`src/rtl/alternating_press_rate_meter_top_assert.svh`:
```
// Assertion macros for the alternating press rate meter
`ifndef ALTERNATING_PRESS_RATE_METER_TOP_ASSERT_SVH
`define ALTERNATING_PRESS_RATE_METER_TOP_ASSERT_SVH
`ifndef NO_ASSERTIONS
`define APRM_ASSERT(lbl, cond) \
    lbl: assert property (@(posedge clk) disable iff (!rst_n) (cond)) \
        else $error("aprm assertion failed");
`define APRM_ASSERT_IMP(lbl, ante, cons) \
    lbl: assert property (@(posedge clk) disable iff (!rst_n) (ante) |-> (cons)) \
        else $error("aprm assertion failed");
`define APRM_ASSERT_NEXT(lbl, ante, cons) \
    lbl: assert property (@(posedge clk) disable iff (!rst_n) (ante) |=> (cons)) \
        else $error("aprm assertion failed");
`else
`define APRM_ASSERT(lbl, cond)
`define APRM_ASSERT_IMP(lbl, ante, cons)
`define APRM_ASSERT_NEXT(lbl, ante, cons)
`endif
`endif

```
`src/rtl/aprm_pkg.sv`:
```
// Constants shared by the alternating press rate meter
`timescale 1ns / 1ps
package aprm_pkg;
    localparam int TIME_WIDTH = 63;
    localparam int WIN_W      = 40;
    localparam int UNIT_W     = (TIME_WIDTH > WIN_W) ? TIME_WIDTH : WIN_W;
    localparam int STEP_W     = $clog2(WIN_W + 1);

    localparam logic [WIN_W-1:0] WINDOW_RESET = 40'd10000000000;

    localparam logic [1:0] REQ_PRESS_A = 2'd0;
    localparam logic [1:0] REQ_PRESS_B = 2'd1;
    localparam logic [1:0] REQ_QUERY   = 2'd2;

    localparam logic [1:0] PRESS_MAX   = 2'd2;
endpackage

```
`src/rtl/aprm_if.sv`:
```
// Request, response and window write channels of the rate meter
`timescale 1ns / 1ps
interface aprm_req_if;
    import aprm_pkg::*;
    logic                  valid;
    logic                  ready;
    logic [1:0]            req_type;
    logic [TIME_WIDTH-1:0] event_time;
    modport source (output valid, output req_type, output event_time, input ready);
    modport sink   (input valid, input req_type, input event_time, output ready);
endinterface

interface aprm_rsp_if;
    import aprm_pkg::*;
    logic             valid;
    logic             ready;
    logic [WIN_W-1:0] rate;
    logic             press_taken;
    modport source (output valid, output rate, output press_taken, input ready);
    modport sink   (input valid, input rate, input press_taken, output ready);
endinterface

interface aprm_cfg_if;
    import aprm_pkg::*;
    logic             valid;
    logic             ready;
    logic [WIN_W-1:0] window_ns;
    modport source (output valid, output window_ns, input ready);
    modport sink   (input valid, input window_ns, output ready);
endinterface

```
`src/rtl/alternating_press_rate_meter_top.sv`:
```
// Top level of the alternating press rate meter
//
//   port  dir  content
//   req   in   req_type, event_time
//   rsp   out  rate, press_taken
//   cfg   in   window_ns
//
// A press, an unused code or a query with fewer than two presses goes from accept straight to the response.
// A query runs accept, up to four setup steps, 40 divider steps and the response;
// it ends early when the gap or the window check gives 0.
// One subtractor serves the gap, elapsed time, compare and divide steps.
// req.ready is high only in idle; a stalled response keeps the block out of idle.
// Reset sets the window to 10 s and clears presses; cfg is always ready.
`timescale 1ns / 1ps
module alternating_press_rate_meter_top (
    input  logic           clk,
    input  logic           rst_n,
    aprm_req_if.sink       req,
    aprm_rsp_if.source     rsp,
    aprm_cfg_if.sink       cfg
);
    import aprm_pkg::*;

    typedef enum logic [6:0] {
        S_IDLE  = 7'b0000001,
        S_GAP   = 7'b0000010,
        S_SINCE = 7'b0000100,
        S_PICK  = 7'b0001000,
        S_WIN   = 7'b0010000,
        S_DIV   = 7'b0100000,
        S_OUT   = 7'b1000000
    } state_t;

    state_t                state_reg, state_next;
    logic [TIME_WIDTH-1:0] last_reg, last_next;
    logic [TIME_WIDTH-1:0] prev_reg, prev_next;
    logic [1:0]            presses_reg, presses_next;
    logic                  expect_b_reg, expect_b_next;
    logic [WIN_W-1:0]      window_reg, window_next;
    logic [TIME_WIDTH-1:0] now_reg, now_next;
    logic [UNIT_W-1:0]     period_reg, period_next;
    logic [UNIT_W-1:0]     since_reg, since_next;
    logic [WIN_W-1:0]      rem_reg, rem_next;
    logic [WIN_W-1:0]      num_reg, num_next;
    logic [STEP_W-1:0]     step_reg, step_next;
    logic [WIN_W-1:0]      rate_reg, rate_next;
    logic                  taken_reg, taken_next;

    logic [UNIT_W:0]       sub_a, sub_b;
    logic [UNIT_W+1:0]     sub_diff;
    logic                  sub_borrow;
    logic                  sub_zero;
    logic [WIN_W:0]        rem_shift;
    logic                  req_fire;
    logic                  press_ok;

    assign req.ready   = (state_reg == S_IDLE);
    assign req_fire    = req.valid && req.ready;
    assign press_ok    = (req.req_type == REQ_PRESS_A || req.req_type == REQ_PRESS_B)
                         && ((req.req_type == REQ_PRESS_B) == expect_b_reg);
    assign cfg.ready   = 1'b1;
    assign rsp.valid   = (state_reg == S_OUT);
    assign rsp.rate    = rate_reg;
    assign rsp.press_taken = taken_reg;

    assign rem_shift = {rem_reg, num_reg[WIN_W-1]};

    always_comb
    begin
        unique case (state_reg)
            S_GAP:
            begin
                sub_a = {{(UNIT_W+1-TIME_WIDTH){1'b0}}, last_reg};
                sub_b = {{(UNIT_W+1-TIME_WIDTH){1'b0}}, prev_reg};
            end
            S_SINCE:
            begin
                sub_a = {{(UNIT_W+1-TIME_WIDTH){1'b0}}, now_reg};
                sub_b = {{(UNIT_W+1-TIME_WIDTH){1'b0}}, last_reg};
            end
            S_PICK:
            begin
                sub_a = {1'b0, period_reg};
                sub_b = {1'b0, since_reg};
            end
            S_WIN:
            begin
                sub_a = {1'b0, period_reg};
                sub_b = {{(UNIT_W+1-WIN_W){1'b0}}, window_reg};
            end
            S_DIV:
            begin
                sub_a = {{(UNIT_W-WIN_W){1'b0}}, rem_shift};
                sub_b = {1'b0, period_reg};
            end
            default:
            begin
                sub_a = '0;
                sub_b = '0;
            end
        endcase
    end

    assign sub_diff   = {1'b0, sub_a} - {1'b0, sub_b};
    assign sub_borrow = sub_diff[UNIT_W+1];
    assign sub_zero   = (sub_diff[UNIT_W:0] == '0);

    always_comb
    begin
        state_next    = state_reg;
        last_next     = last_reg;
        prev_next     = prev_reg;
        presses_next  = presses_reg;
        expect_b_next = expect_b_reg;
        window_next   = window_reg;
        now_next      = now_reg;
        period_next   = period_reg;
        since_next    = since_reg;
        rem_next      = rem_reg;
        num_next      = num_reg;
        step_next     = step_reg;
        rate_next     = rate_reg;
        taken_next    = taken_reg;

        if (cfg.valid && cfg.ready)
        begin
            window_next = cfg.window_ns;
        end

        unique case (state_reg)
            S_IDLE:
            begin
                if (req_fire)
                begin
                    rate_next  = '0;
                    taken_next = 1'b0;
                    now_next   = req.event_time;
                    state_next = S_OUT;
                    if (press_ok)
                    begin
                        expect_b_next = !expect_b_reg;
                        prev_next     = last_reg;
                        last_next     = req.event_time;
                        taken_next    = 1'b1;
                        if (presses_reg != PRESS_MAX)
                        begin
                            presses_next = presses_reg + 2'd1;
                        end
                    end
                    else if (req.req_type == REQ_QUERY && presses_reg == PRESS_MAX)
                    begin
                        state_next = S_GAP;
                    end
                end
            end
            S_GAP:
            begin
                period_next = sub_diff[UNIT_W-1:0];
                state_next  = (sub_borrow || sub_zero) ? S_OUT : S_SINCE;
            end
            S_SINCE:
            begin
                since_next = sub_diff[UNIT_W-1:0];
                state_next = sub_borrow ? S_WIN : S_PICK;
            end
            S_PICK:
            begin
                if (sub_borrow)
                begin
                    period_next = since_reg;
                end
                state_next = S_WIN;
            end
            S_WIN:
            begin
                rem_next  = '0;
                num_next  = window_reg;
                step_next = STEP_W'(WIN_W);
                state_next = sub_borrow ? S_DIV : S_OUT;
            end
            S_DIV:
            begin
                rem_next  = sub_borrow ? rem_shift[WIN_W-1:0] : sub_diff[WIN_W-1:0];
                num_next  = {num_reg[WIN_W-2:0], !sub_borrow};
                step_next = step_reg - STEP_W'(1);
                if (step_reg == STEP_W'(1))
                begin
                    rate_next  = {num_reg[WIN_W-2:0], !sub_borrow};
                    state_next = S_OUT;
                end
            end
            S_OUT:
            begin
                if (rsp.ready)
                begin
                    state_next = S_IDLE;
                end
            end
            default:
            begin
                state_next = S_IDLE;
            end
        endcase
    end

    always_ff @(posedge clk or negedge rst_n)
    begin
        if (!rst_n)
        begin
            state_reg    <= S_IDLE;
            last_reg     <= '0;
            prev_reg     <= '0;
            presses_reg  <= '0;
            expect_b_reg <= 1'b0;
            window_reg   <= WINDOW_RESET;
            step_reg     <= '0;
        end
        else
        begin
            state_reg    <= state_next;
            last_reg     <= last_next;
            prev_reg     <= prev_next;
            presses_reg  <= presses_next;
            expect_b_reg <= expect_b_next;
            window_reg   <= window_next;
            step_reg     <= step_next;
        end
    end

    always_ff @(posedge clk)
    begin
        now_reg    <= now_next;
        period_reg <= period_next;
        since_reg  <= since_next;
        rem_reg    <= rem_next;
        num_reg    <= num_next;
        rate_reg   <= rate_next;
        taken_reg  <= taken_next;
    end

`include "alternating_press_rate_meter_top_assert.svh"

    `APRM_ASSERT(a_presses_sat, presses_reg <= PRESS_MAX)
    `APRM_ASSERT_IMP(a_div_step, state_reg == S_DIV, step_reg != '0)
    `APRM_ASSERT_IMP(a_div_period, state_reg == S_DIV, period_reg != '0)
    `APRM_ASSERT_NEXT(a_press_rsp, req_fire && press_ok, rsp.valid && rsp.press_taken && rsp.rate == '0)
    `APRM_ASSERT_NEXT(a_press_flip, req_fire && press_ok, expect_b_reg != $past(expect_b_reg))

endmodule
```
`src/flat_wrapper.sv`:
```
// flat-port wrapper written by rule: the top's interface ports become plain ports
module alternating_press_rate_meter_top_flat import aprm_pkg::*;
  (clk, rst_n, req_valid, req_req_type, req_event_time, req_ready, rsp_valid, rsp_rate, rsp_press_taken, rsp_ready, cfg_valid, cfg_window_ns, cfg_ready);
  aprm_req_if req_i ();
  aprm_rsp_if rsp_i ();
  aprm_cfg_if cfg_i ();
  input  logic clk;
  input  logic rst_n;
  input wire logic [$bits(req_i.valid)-1:0] req_valid;
  input wire logic [$bits(req_i.req_type)-1:0] req_req_type;
  input wire logic [$bits(req_i.event_time)-1:0] req_event_time;
  output wire logic [$bits(req_i.ready)-1:0] req_ready;
  output wire logic [$bits(rsp_i.valid)-1:0] rsp_valid;
  output wire logic [$bits(rsp_i.rate)-1:0] rsp_rate;
  output wire logic [$bits(rsp_i.press_taken)-1:0] rsp_press_taken;
  input wire logic [$bits(rsp_i.ready)-1:0] rsp_ready;
  input wire logic [$bits(cfg_i.valid)-1:0] cfg_valid;
  input wire logic [$bits(cfg_i.window_ns)-1:0] cfg_window_ns;
  output wire logic [$bits(cfg_i.ready)-1:0] cfg_ready;
  assign req_i.valid = req_valid;
  assign req_i.req_type = req_req_type;
  assign req_i.event_time = req_event_time;
  assign req_ready = req_i.ready;
  assign rsp_valid = rsp_i.valid;
  assign rsp_rate = rsp_i.rate;
  assign rsp_press_taken = rsp_i.press_taken;
  assign rsp_i.ready = rsp_ready;
  assign cfg_i.valid = cfg_valid;
  assign cfg_i.window_ns = cfg_window_ns;
  assign cfg_ready = cfg_i.ready;
  alternating_press_rate_meter_top u_core (.clk(clk), .rst_n(rst_n), .req(req_i), .rsp(rsp_i), .cfg(cfg_i));
endmodule
```
`config.mk`:
```
export PLATFORM = sky130hd
export DESIGN_NAME = alternating_press_rate_meter_top_flat
export DESIGN_NICKNAME = d
export VERILOG_FILES = /design/src/rtl/aprm_pkg.sv /design/src/rtl/aprm_if.sv /design/src/rtl/alternating_press_rate_meter_top.sv /design/src/flat_wrapper.sv
export VERILOG_INCLUDE_DIRS = /design/src /design/src/rtl
export SDC_FILE = /design/constraint.sdc
export NUM_CORES = 1
export LEC_CHECK = 0
export BUFFER_PORTS_ARGS = -buffer_cell sky130_fd_sc_hd__buf_2
export CORE_MARGIN = 2
export CORE_UTILIZATION = 50
export DETAILED_ROUTE_END_ITERATION = 10
export PLACE_DENSITY = 0.68
export RECOVER_POWER = 100
export SYNTH_ARGS = -nofsm -noshare
export SYNTH_HDL_FRONTEND = slang
export SYNTH_SLANG_ARGS = --single-unit
```
`constraint.sdc`:
```
create_clock -name clk -period 15.6 [get_ports clk]
set_input_delay 3.12 -clock clk [delete_from_list [all_inputs] [get_ports clk]]
set_output_delay 3.12 -clock clk [all_outputs]
set_load 0.02 [all_outputs]
```
* Word-level counts from Yosys, hierarchy flattened
Index checks and enable logic that the tools add are counted.
Widths: inputs -> output; s select.
** Cells by class
- Add/subtract/negate cells :: 3
- Equal/unequal tests :: 17
- Mux-type cells :: 21
- Reduce and logical (&&, ||, !) cells :: 19
** Operators by type and width (number)
- $pmux 63 s5 :: 1
- $pmux 63 s4 :: 1
- $pmux 40 s2 :: 3
- $pmux 63 s2 :: 1
- $mux 40 :: 3
- $logic_not 64->1 :: 1
- $sub 63x63->64 :: 1
- $mux 63 :: 1
- $mux 7 :: 7
- $pmux 7 s7 :: 1
- $pmux 6 s2 :: 1
- $reduce_and 3->1 :: 3
- $eq 7x1->1 const B :: 1
- $eq 7x2->1 const B :: 1
- $eq 7x3->1 const B :: 1
- $eq 7x4->1 const B :: 1
- $eq 7x5->1 const B :: 1
- $eq 7x6->1 const B :: 1
- $eq 7x7->1 const B :: 1
- $eq 6x1->1 const B :: 1
- $ne 2x1->1 const B :: 3
- $reduce_bool 2->1 :: 3
- $sub 6x1->6 const B :: 1
- $mux 5 :: 1
- other kinds (13) :: 20
** Storage, ports and cells
- Register bits after elaboration :: 492
- Input port bits :: 110
- Output and inout port bits :: 44
- Word-level logic and storage cells :: 74

* Depth between registers and ports, before layout
- Word-level depth :: 8
- Gate-level depth with buffers :: 23
- Depth with buffers taken out :: 19

* Worst setup path before layout
OpenSTA, ideal clock, no wires.
- Kind :: register -> register
- Start :: reg u_core.state_reg[5]
- End :: reg u_core.period_reg[0] (enable)
- Setup time :: 0.571 ns
- Data arrival time :: 10.346 ns
- Data required time :: 15.029 ns
- Slack :: 4.683 ns
- Cell stages (with the launch flop) :: 21
- Buffers on the path :: 4
- Period minus slack after synthesis :: 10.917 ns
- Path through :: dfrtp_1 nor3_1 and4b_1 clkbuf_1 clkbuf_1 clkbuf_1 a22oi_1 nand2_1 ha_1 nor2b_1 o2111ai_1 a21o_1 a21boi_1 o21ai_1 a211o_1 a21o_1 a21oi_1 o21ai_0 clkbuf_1 nand2_1 o21ai_0
** On the way
- Longest elaborated chain between the ends :: 6
- Elaborated cells between the ends (all ways) :: 12
- Those cells by class :: add/sub (1); eq/ne (6); mux (2); reduce/logical (3)
** Ends and longest elaborated chain
- from (decl) :: RTL line alternating_press_rate_meter_top.sv:34 : state_t state_reg, state_next;
- from (signal assigned) :: RTL line alternating_press_rate_meter_top.sv:220 : state_reg <= state_next;
- $eq 7x5->1 / $eq 7x4->1 (equally long branches) :: RTL line alternating_press_rate_meter_top.sv:70, alternating_press_rate_meter_top.sv:130
- $reduce_or 2->1 (no source line)
- $pmux 63 s4 :: RTL line alternating_press_rate_meter_top.sv:70 : unique case (state_reg)
- $sub 63x63->64 :: RTL line alternating_press_rate_meter_top.sv:104 : assign sub_diff = {1'b0, sub_a} - {1'b0, sub_b};
- $ne 2x1->1 (no source line)
- $reduce_and 2->1 (no source line) *
- to (signal assigned) :: RTL line alternating_press_rate_meter_top.sv:233 : period_reg <= period_next;
- to (decl) :: RTL line alternating_press_rate_meter_top.sv:41 : logic [UNIT_W-1:0] period_reg, period_next;
Mark *: on every way between the ends. The rest lies on a longest branch, timed or not.
A chain may end at the register's enable or synchronous reset.

* Worst setup path after layout
- Start :: reg u_core.state_reg[3]
- End :: reg u_core.num_reg[0] (data pin)
** On the way
- Longest elaborated chain between the ends :: 6
- Elaborated cells between the ends (all ways) :: 11
- Those cells by class :: add/sub (1); eq/ne (5); mux (3); reduce/logical (2)
** Ends and longest elaborated chain
- $eq 7x5->1 / $eq 7x4->1 (equally long branches) :: RTL line alternating_press_rate_meter_top.sv:70, alternating_press_rate_meter_top.sv:130
- $reduce_or 2->1 (no source line)
- $pmux 63 s4 :: RTL line alternating_press_rate_meter_top.sv:70
- $sub 63x63->64 :: RTL line alternating_press_rate_meter_top.sv:104
- $logic_not 1->1 :: RTL line alternating_press_rate_meter_top.sv:184 : num_next = {num_reg[WIN_W-2:0], !sub_borrow};
- $pmux 40 s2 * :: RTL line alternating_press_rate_meter_top.sv:130 : unique case (state_reg)
- via u_core.num_next[0] :: RTL line alternating_press_rate_meter_top.sv:44 : logic [WIN_W-1:0] num_reg, num_next;
- to (signal assigned) :: RTL line alternating_press_rate_meter_top.sv:236 : num_reg <= num_next;
- to (decl) :: RTL line alternating_press_rate_meter_top.sv:44
Mark *: on every way through the listed nets, which the timed path passes. The rest lies on a longest branch.

==> out/metrics.csv <==
stage,metric,value,unit
status,status,finished with violations,
status,violations,"max-capacitance violations, max-slew violations",
critical_path,start_kind,flip-flop,
power_and_ir_drop,p_seq_frac,0.411,
floorplanning,core,50300,sq um
critical_path,arrival,11.42,ns
clocking,clock-sinks,492,
floorplanning,ios,154,
floorplanning,die-height,230,um
layout,seq_area,13900,sq um
power_and_ir_drop,p_leak,11.4,nW
synth,synth_enable_flop_cells,310,
critical_path,end_kind,flip-flop,
floorplanning,dieArea,52900,sq um
floorplanning,die_x,230,um
routing,drc,0,
routing,vias,20000,
clocking,cts-root-buf,clkbuf_16,
floorplanning,initial_core_util,0.508,
placement,gp_congestion,0.926,
global_route,grt-ovfl-total,0,
routing,detailedRoute.firstIterationViolations,2560,
clocking,clk_pin_slew,0.06,ns
layout,final_nets,2573,
min_path,hold_class,reg2reg,
clocking,cts_max_level,2,
sta,tns,0,ns
clocking,clkLatencyLatePin,0.61,ns
routing,antenna_left,0,
synth,yosysWarnings,0,
sta,tightest_slew,4.86,ns
clocking,postCtsSetupBuffers,0,
sta,setup_ws,4.59,ns
power_and_ir_drop,p_int,2.99,mW
clocking,cts_buffer_depth,3,
layout,nFillCells,4379,
synth,synth.net_count,2489,
sta,finalSetupViolCount,0,
global_route,grt_pass1_wl,115000,um
power_and_ir_drop,swShare,0.351,
synth,seq_area_frac_synth,0.544,
synth,synth_cell_type_count,84,
sta,slew_violations,911,
power_and_ir_drop,switchingPower,1.62,mW
placement,place_ws,7.37,ns
placement,hpwl,49400,um
synth,synth_top_flop_cell,edfxtp_1,
sta,finalCriticalPeriod,11.01,ns
synth,avgSynthCellArea,11.0,sq um
sta,clock_skew,0.0249,ns
sta,hold_viol_final,0,
global_route,antenna_found_initial,1,
synth,synthCells,2312,
layout,fin_util,0.564,
routing,dr.pass1.iters,9,
power_and_ir_drop,clockPowerShare,0.272,
synth,async_reset_ff_frac,0.370,
global_route,grt_max_degree,86,
synth,synth.cell_area,25500,sq um
floorplanning,rows,82,
critical_path,crit_required,16.01,ns
layout,drive_gt1_frac,0.145,
routing,drt-total-wl,74500,um
critical_path,cp_max_fo,54,
clocking,cts_resized,0,
clocking,numCtsBuffers,53,
routing,routed_via_density,6.43,
power_and_ir_drop,power_density,163,nW/um^2
power_and_ir_drop,peakVddDrop,0.169,mV
sta,rsz0062_at_grt,false,
routing,wl_per_cell,23.9,um
global_route,grt_use_total,0.279,
sta,max_freq,0.0908,GHz
layout,area_growth,11.0,%
run,drv_cap,19,
sta,max-slew-margin-rel,-2.24,
global_route,grt_pass1_vias,19700,
clocking,cts_tree,done,
synth,ys_ff_latch,492,
clocking,cts_hold_buf,0,
critical_path,criticalPathCategory,reg2reg,
layout,multi_input_area,10900,sq um
sta,finalCritPeriodShare,0.706,
placement,io_buffer_count,152,
power_and_ir_drop,power_frac_comb,0.317,
synth_stat cells, types with 5 or more instances:
| library cell | instances | area [sq um] |
|---|---|---|
| a2111oi_0 | 6 | 52.6 |
| a211o_1 | 5 | 43.8 |
| a211oi_1 | 15 | 113 |
| a21o_1 | 69 | 518 |
| a21oi_1 | 125 | 626 |
| a221oi_1 | 7 | 61.3 |
| a222oi_1 | 64 | 641 |
| a22oi_1 | 101 | 758 |
| a31oi_1 | 11 | 68.8 |
| and2_1 | 55 | 344 |
| and3_1 | 79 | 494 |
| buf_1 | 16 | 60.1 |
| clkbuf_1 | 127 | 477 |
| dfrtp_1 | 170 | 4250 |
| dfstp_2 | 12 | 315 |
| edfxtp_1 | 310 | 9310 |
| ha_1 | 66 | 826 |
| inv_1 | 49 | 184 |
| mux2_2 | 168 | 1890 |
| nand2_1 | 345 | 1290 |
| nand2b_1 | 10 | 62.6 |
| nand3_1 | 58 | 290 |
| nand4_1 | 27 | 169 |
| nand4b_1 | 6 | 52.6 |
| nor2_1 | 77 | 289 |
| nor2b_1 | 7 | 43.8 |
| nor3_1 | 25 | 125 |
| nor3b_1 | 7 | 52.6 |
| nor4_1 | 10 | 62.6 |
| o211ai_1 | 7 | 52.6 |
| o21a_1 | 14 | 105 |
| o21ai_0 | 107 | 536 |
| o21ai_1 | 7 | 35.0 |
| o21bai_1 | 9 | 67.6 |
| o31ai_1 | 5 | 37.5 |
| or3_1 | 9 | 56.3 |
| or4_1 | 5 | 37.5 |
| xnor2_1 | 20 | 175 |
| xor2_1 | 18 | 158 |
path summary, 6_finish.rpt:
check / end / slack [ns] / start / cells after the start
setup / recovery: u_core.num_reg[0] / 4.59 / u_core.state_reg[3] / 17
hold / removal: u_core.step_reg[4] / 0.49 / u_core.step_reg[4] / 1
setup reg to reg: u_core.num_reg[0] / 4.59 / u_core.state_reg[3] / 17
hold reg to reg: u_core.step_reg[4] / 0.49 / u_core.step_reg[4] / 1
max in group asynchronous: u_core.last_reg[31] / 5.93 / rst_n / 2
min in group asynchronous: u_core.last_reg[45] / 4.25 / rst_n / 1
worst max-delay path: stages (launching register included):
cell and delay [ns]:
dfrtp_1 0.45, nor4_1 0.63, and3_1 1.53, clkbuf_1 2.03, a22oi_1 0.28, and3_1 0.30, ha_1 0.43, and4_1 0.30
nand3_1 0.15, nor2_1 0.27, a21boi_0 0.70, o21ai_0 0.41, a211o_1 0.42, a21o_1 0.21, a21oi_1 0.27, o21a_1 1.54
nor2_1 0.43, o21ai_0 0.41
metal layers:
metal  global-route usage  up-vias  routed length [um]  part of all wire
met2                0.423      999               32800              0.44
met4               0.0895        0                2310             0.031
met1                0.399     9934               32600              0.44
met5                    0        -                   0                 0
li1                     -     8948                   -                 -
met3               0.0629      136                6780             0.091
through the flow:
step,total power [mW],std cells,area [sq um],hold slack [ns]
floorplan,2.84,2312,25500,0.447
global placement,3.32,3013,26800,0.467
detailed placement,3.36,3013,26800,0.469
CTS,4.62,3113,28600,0.484
global route,4.83,3113,28300,0.510
finish,4.62,3114,28300,0.489
cell type report:
class | count | area share
Clock inverter | 24 | 0.00693
Timing Repair Buffer | 178 | 0.0281
Multi-Input combinational cell | 1622 | 0.384
Sequential cell | 492 | 0.490
Clock buffer | 76 | 0.0546
Inverter | 49 | 0.00654
Tap cell | 672 | 0.0297
Antenna cell | 1 | 0.0000883
cell usage in the layout (no fill, tap or decap), types with 6 or more instances in the layout:
cell type / instances
buf_2: 60
nor4_1: 10
and3_1: 79
o21a_1: 14
nor3_1: 25
a221oi_1: 8
xnor2_1: 20
nor2_1: 76
dfstp_2: 12
nand2_1: 344
ha_1: 66
a222oi_1: 64
nand4_1: 27
nand3_1: 58
o21ai_0: 107
nor2b_1: 7
o211ai_1: 7
xor2_1: 18
and2_1: 8
or3_1: 9
inv_1: 47
o21bai_1: 9
a2111oi_0: 7
a21o_1: 69
nand4b_1: 6
clkinv_2: 6
a21oi_1: 125
a211oi_1: 15
a22oi_1: 101
buf_4: 14
clkbuf_1: 117
nand2b_1: 10
clkinv_1: 7
clkbuf_16: 56
clkbuf_8: 7
and2_0: 47
dfrtp_1: 170
edfxtp_1: 310
a31oi_1: 11
mux2_2: 167
kinds of logic after synthesis:
kind of cell | Yosys count | share of synthesized area
flops | 492 | 0.544
fa+ha+maj | 67 | 0.0331
buf+inv | 198 | 0.0298
simple gates | 744 | 0.141
mux | 170 | 0.0749
xor+xnor | 38 | 0.0130
compound gates | 602 | 0.164
other cells | 1 | 0.000147
power groups by stage:
stage	Clock, mW	Combinational, mW	Sequential (mW)
final	1.25	1.46	1.90
after CTS	1.27	1.46	1.88
after floorplan	0	0.963	1.87
after global placement	0	1.43	1.90
after global routing	1.32	1.58	1.92
after detailed placement	0	1.45	1.90
Note: power is estimated with default switching activity, not from simulation.
